$ cat config.mk
export PLATFORM = sky130hd
export DESIGN_NAME = rtt_estimator_congestion_window_flat
export DESIGN_NICKNAME = d
export VERILOG_FILES = /design/src/rtl/core/rttcw_pkg.sv /design/src/rtl/core/rttcw_ifs.sv /design/src/rtl/core/rtt_estimator_congestion_window.sv /design/src/rtl/core/rttcw_cfg.sv /design/src/rtl/core/rttcw_ctrl.sv /design/src/rtl/core/rttcw_datapath.sv /design/src/flat_wrapper.sv
export SDC_FILE = /design/constraint.sdc
export NUM_CORES = 2
export LEC_CHECK = 0
export ABC_AREA = 0
export BUFFER_PORTS_ARGS = -buffer_cell sky130_fd_sc_hd__buf_2
export CAP_MARGIN = 20
export CORE_ASPECT_RATIO = 1.25
export CORE_MARGIN = 3
export CORE_UTILIZATION = 43
export DETAILED_ROUTE_END_ITERATION = 7
export HOLD_SLACK_MARGIN = 0.1
export PLACE_DENSITY = 0.67
export SLEW_MARGIN = 20
export SYNTH_ARGS = -nofsm -noshare
export SYNTH_HDL_FRONTEND = slang
export SYNTH_SLANG_ARGS = --single-unit
$ cat constraint.sdc
create_clock -name clk -period 14.7 [get_ports clk]
set_input_delay 2.94 -clock clk [delete_from_list [all_inputs] [get_ports clk]]
set_output_delay 2.94 -clock clk [all_outputs]
set_load 0.02 [all_outputs]
$ cat src/rtl/core/rttcw_pkg.sv
`default_nettype none
package rttcw_pkg;

  localparam int RTT_BITS_DEF  = 32;
  localparam int FRAC_BITS_DEF = 16;

  localparam int WIN_W      = 32;
  localparam int RTT_PORT_W = 32;
  localparam int GAIN_BITS  = 16;
  localparam int GROWTH_W   = 24;
  localparam int CEIL_W     = 16;
  localparam int START_W    = 15;
  localparam int CFG_IDX_W  = 3;
  localparam int CFG_DATA_W = 24;

  localparam logic [GAIN_BITS:0] GAIN_ONE = {1'b1, {GAIN_BITS{1'b0}}};

  localparam logic [GAIN_BITS-1:0] SRTT_GAIN_RST   = 16'd8192;
  localparam logic [GAIN_BITS-1:0] VAR_GAIN_RST    = 16'd16384;
  localparam logic [GAIN_BITS-1:0] CUT_FACTOR_RST  = 16'd32768;
  localparam logic [GROWTH_W-1:0]  GROWTH_STEP_RST = 24'd65536;
  localparam logic [CEIL_W-1:0]    CEILING_RST     = 16'd0;
  localparam logic [START_W-1:0]   START_RST       = 15'd4;

  typedef enum logic [CFG_IDX_W-1:0] {
    CFG_SRTT_GAIN   = 3'd0,
    CFG_VAR_GAIN    = 3'd1,
    CFG_CUT_FACTOR  = 3'd2,
    CFG_GROWTH_STEP = 3'd3,
    CFG_CEILING     = 3'd4,
    CFG_START       = 3'd5
  } cfg_idx_t;

  typedef enum logic [1:0] {
    ACT_START = 2'd0,
    ACT_SLOW  = 2'd1,
    ACT_AVOID = 2'd2,
    ACT_CUT   = 2'd3
  } action_t;

  typedef enum logic [2:0] {
    MUL_VAR_KEEP  = 3'd0,
    MUL_VAR_NEW   = 3'd1,
    MUL_SRTT_KEEP = 3'd2,
    MUL_SRTT_NEW  = 3'd3,
    MUL_CUT       = 3'd4
  } mul_sel_t;

  typedef struct packed {
    logic [GAIN_BITS-1:0] srtt_gain;
    logic [GAIN_BITS-1:0] variance_gain;
    logic [GAIN_BITS-1:0] window_cut_factor;
    logic [GROWTH_W-1:0]  window_growth_step;
    logic [CEIL_W-1:0]    window_ceiling;
    logic [START_W-1:0]   window_start;
  } cfg_t;

  typedef struct packed {
    logic     load_in;
    logic     start;
    logic     first;
    logic     d_en;
    logic     mul_en;
    mul_sel_t mul_sel;
    logic     acc_load;
    logic     var_wr;
    logic     srtt_wr;
    logic     seen_inc;
    logic     cut_apply;
    logic     div_init;
    logic     div_step;
    logic     grow_slow;
    logic     grow_div;
    logic     publish;
  } cmd_t;

  typedef struct packed {
    logic opcode;
    logic first;
    logic congest;
    logic slow;
    logic div_last;
    logic out_free;
  } status_t;

endpackage
`default_nettype wire

$ cat src/rtl/core/rttcw_ifs.sv
`default_nettype none
interface rttcw_req_if;
  logic                              valid;
  logic                              ready;
  logic                              opcode;
  logic [rttcw_pkg::RTT_PORT_W-1:0]  rtt_sample_ns;

  modport source (output valid, opcode, rtt_sample_ns, input ready);
  modport sink   (input valid, opcode, rtt_sample_ns, output ready);
endinterface

interface rttcw_rsp_if;
  logic                              valid;
  logic                              ready;
  logic [rttcw_pkg::RTT_PORT_W-1:0]  smoothed_rtt_ns;
  logic [rttcw_pkg::RTT_PORT_W-1:0]  rtt_variance_ns;
  logic [rttcw_pkg::WIN_W-1:0]       cwnd;
  logic [rttcw_pkg::WIN_W-1:0]       slow_start_threshold;
  logic [1:0]                        window_action;

  modport source (output valid, smoothed_rtt_ns, rtt_variance_ns, cwnd,
                  slow_start_threshold, window_action, input ready);
  modport sink   (input valid, smoothed_rtt_ns, rtt_variance_ns, cwnd,
                  slow_start_threshold, window_action, output ready);
endinterface

interface rttcw_cfg_if;
  logic                              valid;
  logic                              ready;
  logic [rttcw_pkg::CFG_IDX_W-1:0]   index;
  logic [rttcw_pkg::CFG_DATA_W-1:0]  data;

  modport source (output valid, index, data, input ready);
  modport sink   (input valid, index, data, output ready);
endinterface
`default_nettype wire

$ cat src/rtl/core/rtt_estimator_congestion_window.sv
`default_nettype none
// RTT estimator and congestion window.
// req: one transfer per item, opcode 0 restarts the connection state, opcode 1
//   carries an RTT sample in ns. req.ready is high only while no item is in work.
// rsp: one transfer per item with srtt, variance, window, threshold and the action.
// cfg: register writes (index, data), always ready outside reset; write only idle.
// A start item goes straight to the output register. A first sample sets srtt and
//   variance and grows the window; a later sample runs the EWMA products first and
//   may cut the window. Congestion avoidance growth is set by the bit-serial divider
//   for growth_step / window.
// The four EWMA products share a 17 x max(RTT_BITS,WIN_W) multiplier, one per cycle.
// The block takes one item at a time; the next req is taken once the result sits in
// the output register, even while rsp is stalled. A finished item waits for a free
// output register before the block goes idle again.
// Reset (synchronous, active high) restores register defaults, clears the
// estimator, loads the default start window and drops rsp.valid.
module rtt_estimator_congestion_window #(
  parameter int RTT_BITS  = rttcw_pkg::RTT_BITS_DEF,
  parameter int FRAC_BITS = rttcw_pkg::FRAC_BITS_DEF
) (
  input  wire logic   clk,
  input  wire logic   rst,
  rttcw_req_if.sink   req,
  rttcw_rsp_if.source rsp,
  rttcw_cfg_if.sink   cfg
);

  rttcw_pkg::cfg_t    regs;
  rttcw_pkg::cmd_t    cmd;
  rttcw_pkg::status_t st;
  logic               in_ready;

  assign req.ready = in_ready;

  rttcw_cfg u_cfg (
    .clk  (clk),
    .rst  (rst),
    .cfg  (cfg),
    .regs (regs)
  );

  rttcw_ctrl u_ctrl (
    .clk      (clk),
    .rst      (rst),
    .in_valid (req.valid),
    .in_ready (in_ready),
    .st       (st),
    .cmd      (cmd)
  );

  rttcw_datapath #(
    .RTT_BITS  (RTT_BITS),
    .FRAC_BITS (FRAC_BITS)
  ) u_datapath (
    .clk       (clk),
    .rst       (rst),
    .cfg       (regs),
    .cmd       (cmd),
    .st        (st),
    .in_opcode (req.opcode),
    .in_rtt    (req.rtt_sample_ns),
    .rsp       (rsp)
  );

endmodule
`default_nettype wire

$ cat src/rtl/core/rttcw_cfg.sv
`default_nettype none
module rttcw_cfg (
  input  wire logic      clk,
  input  wire logic      rst,
  rttcw_cfg_if.sink      cfg,
  output rttcw_pkg::cfg_t regs
);

  assign cfg.ready = !rst;

  always_ff @(posedge clk) begin
    if (rst) begin
      regs.srtt_gain          <= rttcw_pkg::SRTT_GAIN_RST;
      regs.variance_gain      <= rttcw_pkg::VAR_GAIN_RST;
      regs.window_cut_factor  <= rttcw_pkg::CUT_FACTOR_RST;
      regs.window_growth_step <= rttcw_pkg::GROWTH_STEP_RST;
      regs.window_ceiling     <= rttcw_pkg::CEILING_RST;
      regs.window_start       <= rttcw_pkg::START_RST;
    end else if (cfg.valid && cfg.ready) begin
      case (rttcw_pkg::cfg_idx_t'(cfg.index))
        rttcw_pkg::CFG_SRTT_GAIN:   regs.srtt_gain <= cfg.data[rttcw_pkg::GAIN_BITS-1:0];
        rttcw_pkg::CFG_VAR_GAIN:    regs.variance_gain <= cfg.data[rttcw_pkg::GAIN_BITS-1:0];
        rttcw_pkg::CFG_CUT_FACTOR:  regs.window_cut_factor <=
                                      cfg.data[rttcw_pkg::GAIN_BITS-1:0];
        rttcw_pkg::CFG_GROWTH_STEP: regs.window_growth_step <=
                                      cfg.data[rttcw_pkg::GROWTH_W-1:0];
        rttcw_pkg::CFG_CEILING:     regs.window_ceiling <= cfg.data[rttcw_pkg::CEIL_W-1:0];
        rttcw_pkg::CFG_START:       regs.window_start <= cfg.data[rttcw_pkg::START_W-1:0];
        default: begin
        end
      endcase
    end
  end

endmodule
`default_nettype wire

$ cat src/rtl/core/rttcw_ctrl.sv
`default_nettype none
module rttcw_ctrl (
  input  wire logic               clk,
  input  wire logic               rst,
  input  wire logic               in_valid,
  output logic                    in_ready,
  input  wire rttcw_pkg::status_t st,
  output rttcw_pkg::cmd_t         cmd
);

  typedef enum logic [10:0] {
    ST_IDLE      = 11'b000_0000_0001,
    ST_DISPATCH  = 11'b000_0000_0010,
    ST_VAR_NEW   = 11'b000_0000_0100,
    ST_SRTT_KEEP = 11'b000_0000_1000,
    ST_SRTT_NEW  = 11'b000_0001_0000,
    ST_SRTT_WR   = 11'b000_0010_0000,
    ST_CHECK     = 11'b000_0100_0000,
    ST_CUT       = 11'b000_1000_0000,
    ST_DIV       = 11'b001_0000_0000,
    ST_GROW      = 11'b010_0000_0000,
    ST_FINISH    = 11'b100_0000_0000
  } state_t;

  state_t state, state_next;

  assign in_ready = (state == ST_IDLE) && !rst;

  always_ff @(posedge clk) begin
    if (rst) begin
      state <= ST_IDLE;
    end else begin
      state <= state_next;
    end
  end

  always_comb begin
    cmd        = '0;
    state_next = state;
    case (state)
      ST_IDLE: begin
        if (in_valid && in_ready) begin
          cmd.load_in = 1'b1;
          state_next  = ST_DISPATCH;
        end
      end
      ST_DISPATCH: begin
        if (!st.opcode) begin
          cmd.start  = 1'b1;
          state_next = ST_FINISH;
        end else if (st.first) begin
          cmd.first    = 1'b1;
          cmd.seen_inc = 1'b1;
          state_next   = ST_CHECK;
        end else begin
          cmd.d_en    = 1'b1;
          cmd.mul_en  = 1'b1;
          cmd.mul_sel = rttcw_pkg::MUL_VAR_KEEP;
          state_next  = ST_VAR_NEW;
        end
      end
      ST_VAR_NEW: begin
        cmd.mul_en   = 1'b1;
        cmd.mul_sel  = rttcw_pkg::MUL_VAR_NEW;
        cmd.acc_load = 1'b1;
        state_next   = ST_SRTT_KEEP;
      end
      ST_SRTT_KEEP: begin
        cmd.mul_en  = 1'b1;
        cmd.mul_sel = rttcw_pkg::MUL_SRTT_KEEP;
        cmd.var_wr  = 1'b1;
        state_next  = ST_SRTT_NEW;
      end
      ST_SRTT_NEW: begin
        cmd.mul_en   = 1'b1;
        cmd.mul_sel  = rttcw_pkg::MUL_SRTT_NEW;
        cmd.acc_load = 1'b1;
        state_next   = ST_SRTT_WR;
      end
      ST_SRTT_WR: begin
        cmd.srtt_wr  = 1'b1;
        cmd.seen_inc = 1'b1;
        state_next   = ST_CHECK;
      end
      ST_CHECK: begin
        if (st.congest) begin
          cmd.mul_en  = 1'b1;
          cmd.mul_sel = rttcw_pkg::MUL_CUT;
          state_next  = ST_CUT;
        end else if (st.slow) begin
          cmd.grow_slow = 1'b1;
          state_next    = ST_FINISH;
        end else begin
          cmd.div_init = 1'b1;
          state_next   = ST_DIV;
        end
      end
      ST_CUT: begin
        cmd.cut_apply = 1'b1;
        state_next    = ST_FINISH;
      end
      ST_DIV: begin
        cmd.div_step = 1'b1;
        if (st.div_last) begin
          state_next = ST_GROW;
        end
      end
      ST_GROW: begin
        cmd.grow_div = 1'b1;
        state_next   = ST_FINISH;
      end
      ST_FINISH: begin
        if (st.out_free) begin
          cmd.publish = 1'b1;
          state_next  = ST_IDLE;
        end
      end
      default: begin
        state_next = ST_IDLE;
      end
    endcase
  end

endmodule
`default_nettype wire

$ cat src/rtl/core/rttcw_datapath.sv
`default_nettype none
module rttcw_datapath #(
  parameter int RTT_BITS  = rttcw_pkg::RTT_BITS_DEF,
  parameter int FRAC_BITS = rttcw_pkg::FRAC_BITS_DEF
) (
  input  wire logic                             clk,
  input  wire logic                             rst,
  input  wire rttcw_pkg::cfg_t                  cfg,
  input  wire rttcw_pkg::cmd_t                  cmd,
  output rttcw_pkg::status_t                    st,
  input  wire logic                             in_opcode,
  input  wire logic [rttcw_pkg::RTT_PORT_W-1:0] in_rtt,
  rttcw_rsp_if.source                           rsp
);

  localparam int WIN_W  = rttcw_pkg::WIN_W;
  localparam int GB     = rttcw_pkg::GAIN_BITS;
  localparam int MW     = (RTT_BITS > WIN_W) ? RTT_BITS : WIN_W;
  localparam int PW     = GB + 1 + MW;
  localparam int LW     = RTT_BITS + 3;
  localparam int NW     = rttcw_pkg::GROWTH_W + FRAC_BITS;
  localparam int CNT_W  = $clog2(NW);
  localparam int CAP_RAW = rttcw_pkg::CEIL_W + FRAC_BITS;
  localparam int CAP_W  = (CAP_RAW > WIN_W) ? CAP_RAW : WIN_W;
  localparam int SW_RAW = rttcw_pkg::START_W + 1 + FRAC_BITS;
  localparam int SW     = (SW_RAW > WIN_W) ? SW_RAW : WIN_W + 1;

  localparam logic [WIN_W-1:0] WIN_MAX = '1;
  localparam logic [WIN_W-1:0] FIX_ONE = {{(WIN_W-1){1'b0}}, 1'b1} << FRAC_BITS;
  localparam logic [WIN_W-1:0] FLOOR2  = FIX_ONE << 1;

  function automatic logic [WIN_W-1:0] sat_win(input logic [SW-1:0] v);
    return (v > SW'(WIN_MAX)) ? WIN_MAX : v[WIN_W-1:0];
  endfunction

  localparam logic [WIN_W-1:0] RST_WIN = sat_win(SW'(rttcw_pkg::START_RST) << FRAC_BITS);
  localparam logic [WIN_W-1:0] RST_THR =
    sat_win(SW'(rttcw_pkg::START_RST) << (FRAC_BITS + 1));

  logic                      opcode_q;
  logic [RTT_BITS-1:0]       rtt_q;
  logic [RTT_BITS-1:0]       d_q;
  logic [RTT_BITS-1:0]       srtt;
  logic [RTT_BITS-1:0]       rtt_var;
  logic [WIN_W-1:0]          win;
  logic [WIN_W-1:0]          thr;
  logic [1:0]                seen;
  logic [PW-1:0]             prod;
  logic [PW-1:0]             acc;
  logic [NW-1:0]             div_num;
  logic [NW-1:0]             div_quo;
  logic [WIN_W-1:0]          div_rem;
  logic [CNT_W-1:0]          div_cnt;
  rttcw_pkg::action_t        action;

  logic                      out_valid;
  logic [rttcw_pkg::RTT_PORT_W-1:0] out_srtt;
  logic [rttcw_pkg::RTT_PORT_W-1:0] out_var;
  logic [WIN_W-1:0]          out_win;
  logic [WIN_W-1:0]          out_thr;
  rttcw_pkg::action_t        out_action;

  logic [GB:0]               mul_a;
  logic [MW-1:0]             mul_b;
  logic [PW-1:0]             mul_out;
  logic [PW:0]               mac_sum;
  logic [RTT_BITS-1:0]       d_next;
  logic [LW-1:0]             limit;
  logic [WIN_W-1:0]          cut_w;
  logic [WIN_W-1:0]          cut_thr;
  logic [WIN_W:0]            trial;
  logic                      ge;
  logic [WIN_W-1:0]          rem_next;
  logic [WIN_W-1:0]          inc;
  logic [WIN_W:0]            gsum;
  logic [WIN_W-1:0]          gsat;
  logic [CAP_W-1:0]          cap;
  logic [WIN_W-1:0]          grown;
  logic [SW-1:0]             start_win;
  logic [SW-1:0]             start_thr;

  always_comb begin
    case (cmd.mul_sel)
      rttcw_pkg::MUL_VAR_KEEP: begin
        mul_a = rttcw_pkg::GAIN_ONE - {1'b0, cfg.variance_gain};
        mul_b = MW'(rtt_var);
      end
      rttcw_pkg::MUL_VAR_NEW: begin
        mul_a = {1'b0, cfg.variance_gain};
        mul_b = MW'(d_q);
      end
      rttcw_pkg::MUL_SRTT_KEEP: begin
        mul_a = rttcw_pkg::GAIN_ONE - {1'b0, cfg.srtt_gain};
        mul_b = MW'(srtt);
      end
      rttcw_pkg::MUL_SRTT_NEW: begin
        mul_a = {1'b0, cfg.srtt_gain};
        mul_b = MW'(rtt_q);
      end
      rttcw_pkg::MUL_CUT: begin
        mul_a = {1'b0, cfg.window_cut_factor};
        mul_b = MW'(win);
      end
      default: begin
        mul_a = '0;
        mul_b = '0;
      end
    endcase
  end

  assign mul_out = mul_a * mul_b;
  assign mac_sum = {1'b0, acc} + {1'b0, prod};
  assign d_next  = (rtt_q > srtt) ? rtt_q - srtt : srtt - rtt_q;
  assign limit   = LW'(srtt) + (LW'(rtt_var) << 2);

  assign cut_w   = WIN_W'(prod >> GB);
  assign cut_thr = (cut_w > FLOOR2) ? cut_w : FLOOR2;

  // restoring divider, one quotient bit per step; zero divisor yields all ones
  assign trial    = {div_rem, div_num[NW-1]};
  assign ge       = trial >= {1'b0, win};
  assign rem_next = ge ? WIN_W'(trial - {1'b0, win}) : trial[WIN_W-1:0];

  assign inc   = cmd.grow_slow ? FIX_ONE :
                 ((div_quo > NW'(WIN_MAX)) ? WIN_MAX : div_quo[WIN_W-1:0]);
  assign gsum  = {1'b0, win} + {1'b0, inc};
  assign gsat  = gsum[WIN_W] ? WIN_MAX : gsum[WIN_W-1:0];
  assign cap   = CAP_W'(cfg.window_ceiling) << FRAC_BITS;
  assign grown = ((cfg.window_ceiling != '0) && (CAP_W'(gsat) > cap)) ?
                 cap[WIN_W-1:0] : gsat;

  assign start_win = SW'(cfg.window_start) << FRAC_BITS;
  assign start_thr = SW'(cfg.window_start) << (FRAC_BITS + 1);

  assign st.opcode   = opcode_q;
  assign st.first    = (seen == 2'd0);
  assign st.congest  = (seen == 2'd2) && (LW'(rtt_q) > limit);
  assign st.slow     = win < thr;
  assign st.div_last = (div_cnt == '0);
  assign st.out_free = !out_valid || rsp.ready;

  always_ff @(posedge clk) begin
    if (cmd.load_in) begin
      opcode_q <= in_opcode;
      rtt_q    <= RTT_BITS'(in_rtt);
    end
    if (cmd.d_en) begin
      d_q <= d_next;
    end
    if (cmd.mul_en) begin
      prod <= mul_out;
    end
    if (cmd.acc_load) begin
      acc <= prod;
    end
    if (cmd.div_init) begin
      div_num <= {cfg.window_growth_step, {FRAC_BITS{1'b0}}};
      div_rem <= '0;
      div_cnt <= CNT_W'(NW - 1);
    end else if (cmd.div_step) begin
      div_num <= div_num << 1;
      div_rem <= rem_next;
      div_quo <= {div_quo[NW-2:0], ge};
      div_cnt <= div_cnt - 1'b1;
    end
    if (cmd.publish) begin
      out_srtt   <= rttcw_pkg::RTT_PORT_W'(srtt);
      out_var    <= rttcw_pkg::RTT_PORT_W'(rtt_var);
      out_win    <= win;
      out_thr    <= thr;
      out_action <= action;
    end
  end

  always_ff @(posedge clk) begin
    if (rst) begin
      srtt      <= '0;
      rtt_var   <= '0;
      win       <= RST_WIN;
      thr       <= RST_THR;
      seen      <= 2'd0;
      action    <= rttcw_pkg::ACT_START;
      out_valid <= 1'b0;
    end else begin
      if (cmd.start) begin
        srtt    <= '0;
        rtt_var <= '0;
        seen    <= 2'd0;
        win     <= sat_win(start_win);
        thr     <= sat_win(start_thr);
        action  <= rttcw_pkg::ACT_START;
      end
      if (cmd.first) begin
        srtt    <= rtt_q;
        rtt_var <= rtt_q >> 1;
      end
      if (cmd.var_wr) begin
        rtt_var <= RTT_BITS'(mac_sum >> GB);
      end
      if (cmd.srtt_wr) begin
        srtt <= RTT_BITS'(mac_sum >> GB);
      end
      if (cmd.seen_inc && seen != 2'd2) begin
        seen <= seen + 2'd1;
      end
      if (cmd.cut_apply) begin
        thr    <= cut_thr;
        win    <= cut_thr;
        action <= rttcw_pkg::ACT_CUT;
      end
      if (cmd.grow_slow) begin
        win    <= grown;
        action <= rttcw_pkg::ACT_SLOW;
      end
      if (cmd.grow_div) begin
        win    <= grown;
        action <= rttcw_pkg::ACT_AVOID;
      end
      if (cmd.publish) begin
        out_valid <= 1'b1;
      end else if (out_valid && rsp.ready) begin
        out_valid <= 1'b0;
      end
    end
  end

  assign rsp.valid                = out_valid;
  assign rsp.smoothed_rtt_ns      = out_srtt;
  assign rsp.rtt_variance_ns      = out_var;
  assign rsp.cwnd                 = out_win;
  assign rsp.slow_start_threshold = out_thr;
  assign rsp.window_action        = out_action;

endmodule
`default_nettype wire

$ cat src/flat_wrapper.sv
// flat-port wrapper written by rule: the top's interface ports become plain ports
module rtt_estimator_congestion_window_flat 
#(
  parameter int RTT_BITS  = rttcw_pkg::RTT_BITS_DEF,
  parameter int FRAC_BITS = rttcw_pkg::FRAC_BITS_DEF
)
  (clk, rst, req_valid, req_opcode, req_rtt_sample_ns, req_ready, rsp_valid, rsp_smoothed_rtt_ns, rsp_rtt_variance_ns, rsp_cwnd, rsp_slow_start_threshold, rsp_window_action, rsp_ready, cfg_valid, cfg_index, cfg_data, cfg_ready);
  rttcw_req_if req_i ();
  rttcw_rsp_if rsp_i ();
  rttcw_cfg_if cfg_i ();
  input  wire logic clk;
  input  wire logic rst;
  input wire logic [$bits(req_i.valid)-1:0] req_valid;
  input wire logic [$bits(req_i.opcode)-1:0] req_opcode;
  input wire logic [$bits(req_i.rtt_sample_ns)-1:0] req_rtt_sample_ns;
  output wire logic [$bits(req_i.ready)-1:0] req_ready;
  output wire logic [$bits(rsp_i.valid)-1:0] rsp_valid;
  output wire logic [$bits(rsp_i.smoothed_rtt_ns)-1:0] rsp_smoothed_rtt_ns;
  output wire logic [$bits(rsp_i.rtt_variance_ns)-1:0] rsp_rtt_variance_ns;
  output wire logic [$bits(rsp_i.cwnd)-1:0] rsp_cwnd;
  output wire logic [$bits(rsp_i.slow_start_threshold)-1:0] rsp_slow_start_threshold;
  output wire logic [$bits(rsp_i.window_action)-1:0] rsp_window_action;
  input wire logic [$bits(rsp_i.ready)-1:0] rsp_ready;
  input wire logic [$bits(cfg_i.valid)-1:0] cfg_valid;
  input wire logic [$bits(cfg_i.index)-1:0] cfg_index;
  input wire logic [$bits(cfg_i.data)-1:0] cfg_data;
  output wire logic [$bits(cfg_i.ready)-1:0] cfg_ready;
  assign req_i.valid = req_valid;
  assign req_i.opcode = req_opcode;
  assign req_i.rtt_sample_ns = req_rtt_sample_ns;
  assign req_ready = req_i.ready;
  assign rsp_valid = rsp_i.valid;
  assign rsp_smoothed_rtt_ns = rsp_i.smoothed_rtt_ns;
  assign rsp_rtt_variance_ns = rsp_i.rtt_variance_ns;
  assign rsp_cwnd = rsp_i.cwnd;
  assign rsp_slow_start_threshold = rsp_i.slow_start_threshold;
  assign rsp_window_action = rsp_i.window_action;
  assign rsp_i.ready = rsp_ready;
  assign cfg_i.valid = cfg_valid;
  assign cfg_i.index = cfg_index;
  assign cfg_i.data = cfg_data;
  assign cfg_ready = cfg_i.ready;
  rtt_estimator_congestion_window #(.RTT_BITS(RTT_BITS), .FRAC_BITS(FRAC_BITS)) u_core (.clk(clk), .rst(rst), .req(req_i), .rsp(rsp_i), .cfg(cfg_i));
endmodule
==> impl_metrics.py <==
metrics = {
    "status": {
        "status": "finished with violations",
        "violations": "design-rule violations",
    },
    "cts": {
        "post-cts-setup-buffers": 0,
        "clock-sinks": 640,
        "clockBufferDepth": 3,
        "cts_htree_levels": 3,
        "postCtsHoldBufs": 0,
        "post_cts_resized": 0,
        "clk_latency_ns": 0.69,
        "clk_pin_slew_ns": 0.06,
        "cts_made_buffers": 71,
        "clockRootBuffer": "clkbuf_16",
        "cts_tree": "built",
    },
    "die": {
        "die_y_um": 401,
        "fp-row-count": 144,
        "die_w_um": 322,
        "design.core.area_um2": 124000,
        "die_area_um2": 129000,
        "ios": 198,
        "start_util_pct": 43.4,
    },
    "logic_synthesis": {
        "synth-edff-count": 355,
        "synthFlopType": "edfxtp_1",
        "synth-xor-area-share_pct": 3.04,
        "ys_async_sr_fraction_pct": 0,
        "synth_top_family_by_area": "adder cells",
        "yosys.area.top_type": "edfxtp_1",
        "ys_seq_area_share_pct": 30.5,
        "yosysWarningCount": 0,
        "netlist-cell-type-count": 100,
        "synth_area_um2": 53600,
        "synth_top_cell_area_share_pct": 19.9,
        "synth_cells": 5909,
        "ys_seq_elements": 640,
        "synthTopCellsByArea": "edfxtp_1 (20%), fa_1 (17%), dfxtp_1 (11%), ha_1 (9.4%), nand2_1 (6.7%)",
        "synth-simple-area-share_pct": 13.8,
        "synth_compound_area_share_pct": 16.5,
        "synth-adder-area-share_pct": 26.3,
        "synth_mux_area_share_pct": 2.20,
        "synth_nets": 6831,
        "syn_area_per_cell_um2": 9.08,
    },
    "worst_setup_path": {
        "crit_arrival_ns": 14.44,
        "critPathKind": "reg -> reg",
        "crit_path_end_kind": "flip-flop",
        "critical_path.max_stage_delay_ns": 0.74,
        "cp_slowest_cell": "a2111oi_1",
        "cp-start-kind": "flip-flop",
        "cpMostUsedCell": "fa_1",
        "worst-path-max-fanout": 28,
        "cp_top_family": "adder cells",
        "worst-path-buf-inv": 7,
        "cp.required_ns": 15.12,
    },
    "flow_run": {
        "cap_viol_max_count": 0,
    },
    "timing": {
        "hold_violations": 0,
        "maxSlewHeadroom_pct": 17.0,
        "slew_violations": 0,
        "finalSetupViolCount": 0,
        "fmax_mhz": 71.4,
        "rsz0062_at_grt": "no",
        "period_minus_slack_ns": 14.01,
        "worst_pin_slew_ns": 1.23,
        "final.setup.tns_ns": 0,
        "skew_ns": 0.0407,
        "whs_ns": 0.447,
        "layout_worst_path_cycle_share_pct": 95.3,
    },
    "power_and_ir_drop": {
        "power_density_nw_per_um2": 72.8,
        "irDropWorstVdd_uv": 75.6,
        "p_leak_uw": 0.0254,
    },
    "place": {
        "globalplace.congestion": 1.02,
        "dp_hpwl_um": 145000,
        "port_buffers": 197,
    },
    "routing": {
        "avgViaCountPerCell": 5.88,
        "drc_errors": 16,
        "drtIter0Drc": 4950,
        "wl_per_cell_um": 24.0,
        "wl_um": 185000,
        "antenna_left": 0,
        "vias": 45200,
        "drt_first_pass_iters": 8,
    },
    "min_path": {
        "min_path_type": "reg -> reg",
    },
    "global_route": {
        "grt_usage_pct": 28.2,
        "grt-ovfl-total": 0,
        "grt_start_max_net_pins": 68,
        "grt_pass1_vias": 44800,
        "antenna_found_initial": 7,
        "grt_pass1_wl_um": 277000,
    },
    "finish": {
        "nNetsFinal": 6943,
        "drive_gt1_share_pct": 8.98,
        "area_delta_synth_final_pct": 9.93,
    },
}
==> metal layers <==
metal	track usage [%]	up-vias	part of all wire [%]
met2	47.2	2120	48
met3	4.90	534	7.6
met1	33.7	22200	37
met4	17.7	6	7.6
met5	0	-	0.020
li1	-	20300	-
==> cells in the final DEF (no fill, tap or decap), drive strengths merged, types with 57 or more instances in the layout <==
cell type,instances
buf,308
xnor2,111
nor3,65
and2,66
dfxtp,285
a21oi,555
a22oi,79
o21ai,216
edfxtp,355
fa,453
inv,789
nand2,961
nor2,230
xor2,75
ha,404
mux2,60
a21o,112
nand3,83
o21a,86
nand4,57
clkbuf,96
==> final timing paths <==
kind                                           startpoint                                      end  slack [ns]  depth (start not counted)
setup reg to reg   u_core.u_datapath.srtt[2]$_SDFFE_PP0P_     u_core.u_datapath.prod[47]$_DFFE_PP_        0.69                         48
hold reg to reg   u_core.u_datapath.div_quo[16]$_DFFE_PP_  u_core.u_datapath.div_quo[17]$_DFFE_PP_        0.45                          0
hold / removal    u_core.u_datapath.div_quo[16]$_DFFE_PP_  u_core.u_datapath.div_quo[17]$_DFFE_PP_        0.45                          0
setup / recovery   u_core.u_datapath.srtt[2]$_SDFFE_PP0P_     u_core.u_datapath.prod[47]$_DFFE_PP_        0.69                         48
==> state kept, by name, indices dropped and copies added (netlist names), 2 cells and up <==
| name | cells |
|---|---|
| u_core.u_cfg.regs | 103 |
| u_core.u_datapath.acc | 48 |
| u_core.u_datapath.prod | 48 |
| u_core.u_datapath.div_quo | 40 |
| u_core.u_datapath.d_q | 32 |
| u_core.u_datapath.div_rem | 32 |
| u_core.u_datapath.rsp.cwnd | 32 |
| u_core.u_datapath.rsp.rtt_variance_ns | 32 |
| u_core.u_datapath.rsp.slow_start_threshold | 32 |
| u_core.u_datapath.rsp.smoothed_rtt_ns | 32 |
| u_core.u_datapath.rtt_q | 32 |
| u_core.u_datapath.rtt_var | 32 |
| u_core.u_datapath.srtt | 32 |
| u_core.u_datapath.thr | 32 |
| u_core.u_datapath.win | 32 |
| u_core.u_datapath.div_num | 24 |
| u_core.u_ctrl.state | 11 |
| u_core.u_datapath.div_cnt | 6 |
| u_core.u_datapath.action | 2 |
| u_core.u_datapath.rsp.window_action | 2 |
| u_core.u_datapath.seen | 2 |
==> layout make-up <==
type | count | area (um2)
inverters | 784 | 2940
clock buffers | 96 | 2080
repair buffers | 308 | 1860
well taps | 1606 | 2010
clock inverters | 34 | 357
diodes | 7 | 17.5
multi-input cells | 4216 | 33300
flip-flops and latches | 640 | 16400
fillers | 11800 | 64600
==> worst register-to-register path, delay by kind of cell, from the launching register on <==
kind,cells,cell delay (ns)
mux,1,0.31
compound gates,14,4.09
simple gates,14,3.74
buf+inv,7,0.68
flops,1,0.42
fa+ha+maj,10,4.30
xor+xnor,2,0.23
==> stage by stage <==
| step | setup WS [ns] | power (uW) | utilization [%] | cell area [um2] | instances |
|---|---|---|---|---|---|
| final | 0.688 | 4290 | 47.7 | 59000 | 7691 |
| after global routing | 0.0327 | 4420 | 47.7 | 58900 | 7686 |
| after CTS | 0.761 | 4300 | 47.6 | 58900 | 7676 |
| after detailed placement | 0.847 | 2420 | 45.6 | 56400 | 7546 |
| after global placement | 0.969 | 2410 | 45.6 | 56400 | 7545 |
| after floorplan | 3.08 | 2260 | - | 53600 | 5909 |
==> cell usage after synthesis, types with 63 or more instances <==
master and instances:
xnor2_1 111, nor2_1 230, a22oi_1 79, nand2_1 960, and2_1 64, a21oi_1 552
edfxtp_1 355, nor3_1 63, clkbuf_1 191, inv_1 782, fa_1 453, a21o_1 112
xor2_1 75, dfxtp_1 285, nand3_1 83, ha_1 404, o21a_1 86, o21ai_0 212
==> kinds of logic after synthesis <==
family,Yosys count
adder cells (fa/ha/maj),857
AND/OR/NAND/NOR,1664
AO/OA/AOI/OAI,1398
flip-flops,640
multiplexers,110
buffers and inverters,1054
XOR/XNOR,186
==> where the power goes <==
group          switching (uW)  internal, uW
registers                28.0          1890
logic                     314           158
clock network             819          1080
total                    1160          3130
(Power assumes the default switching activity.)
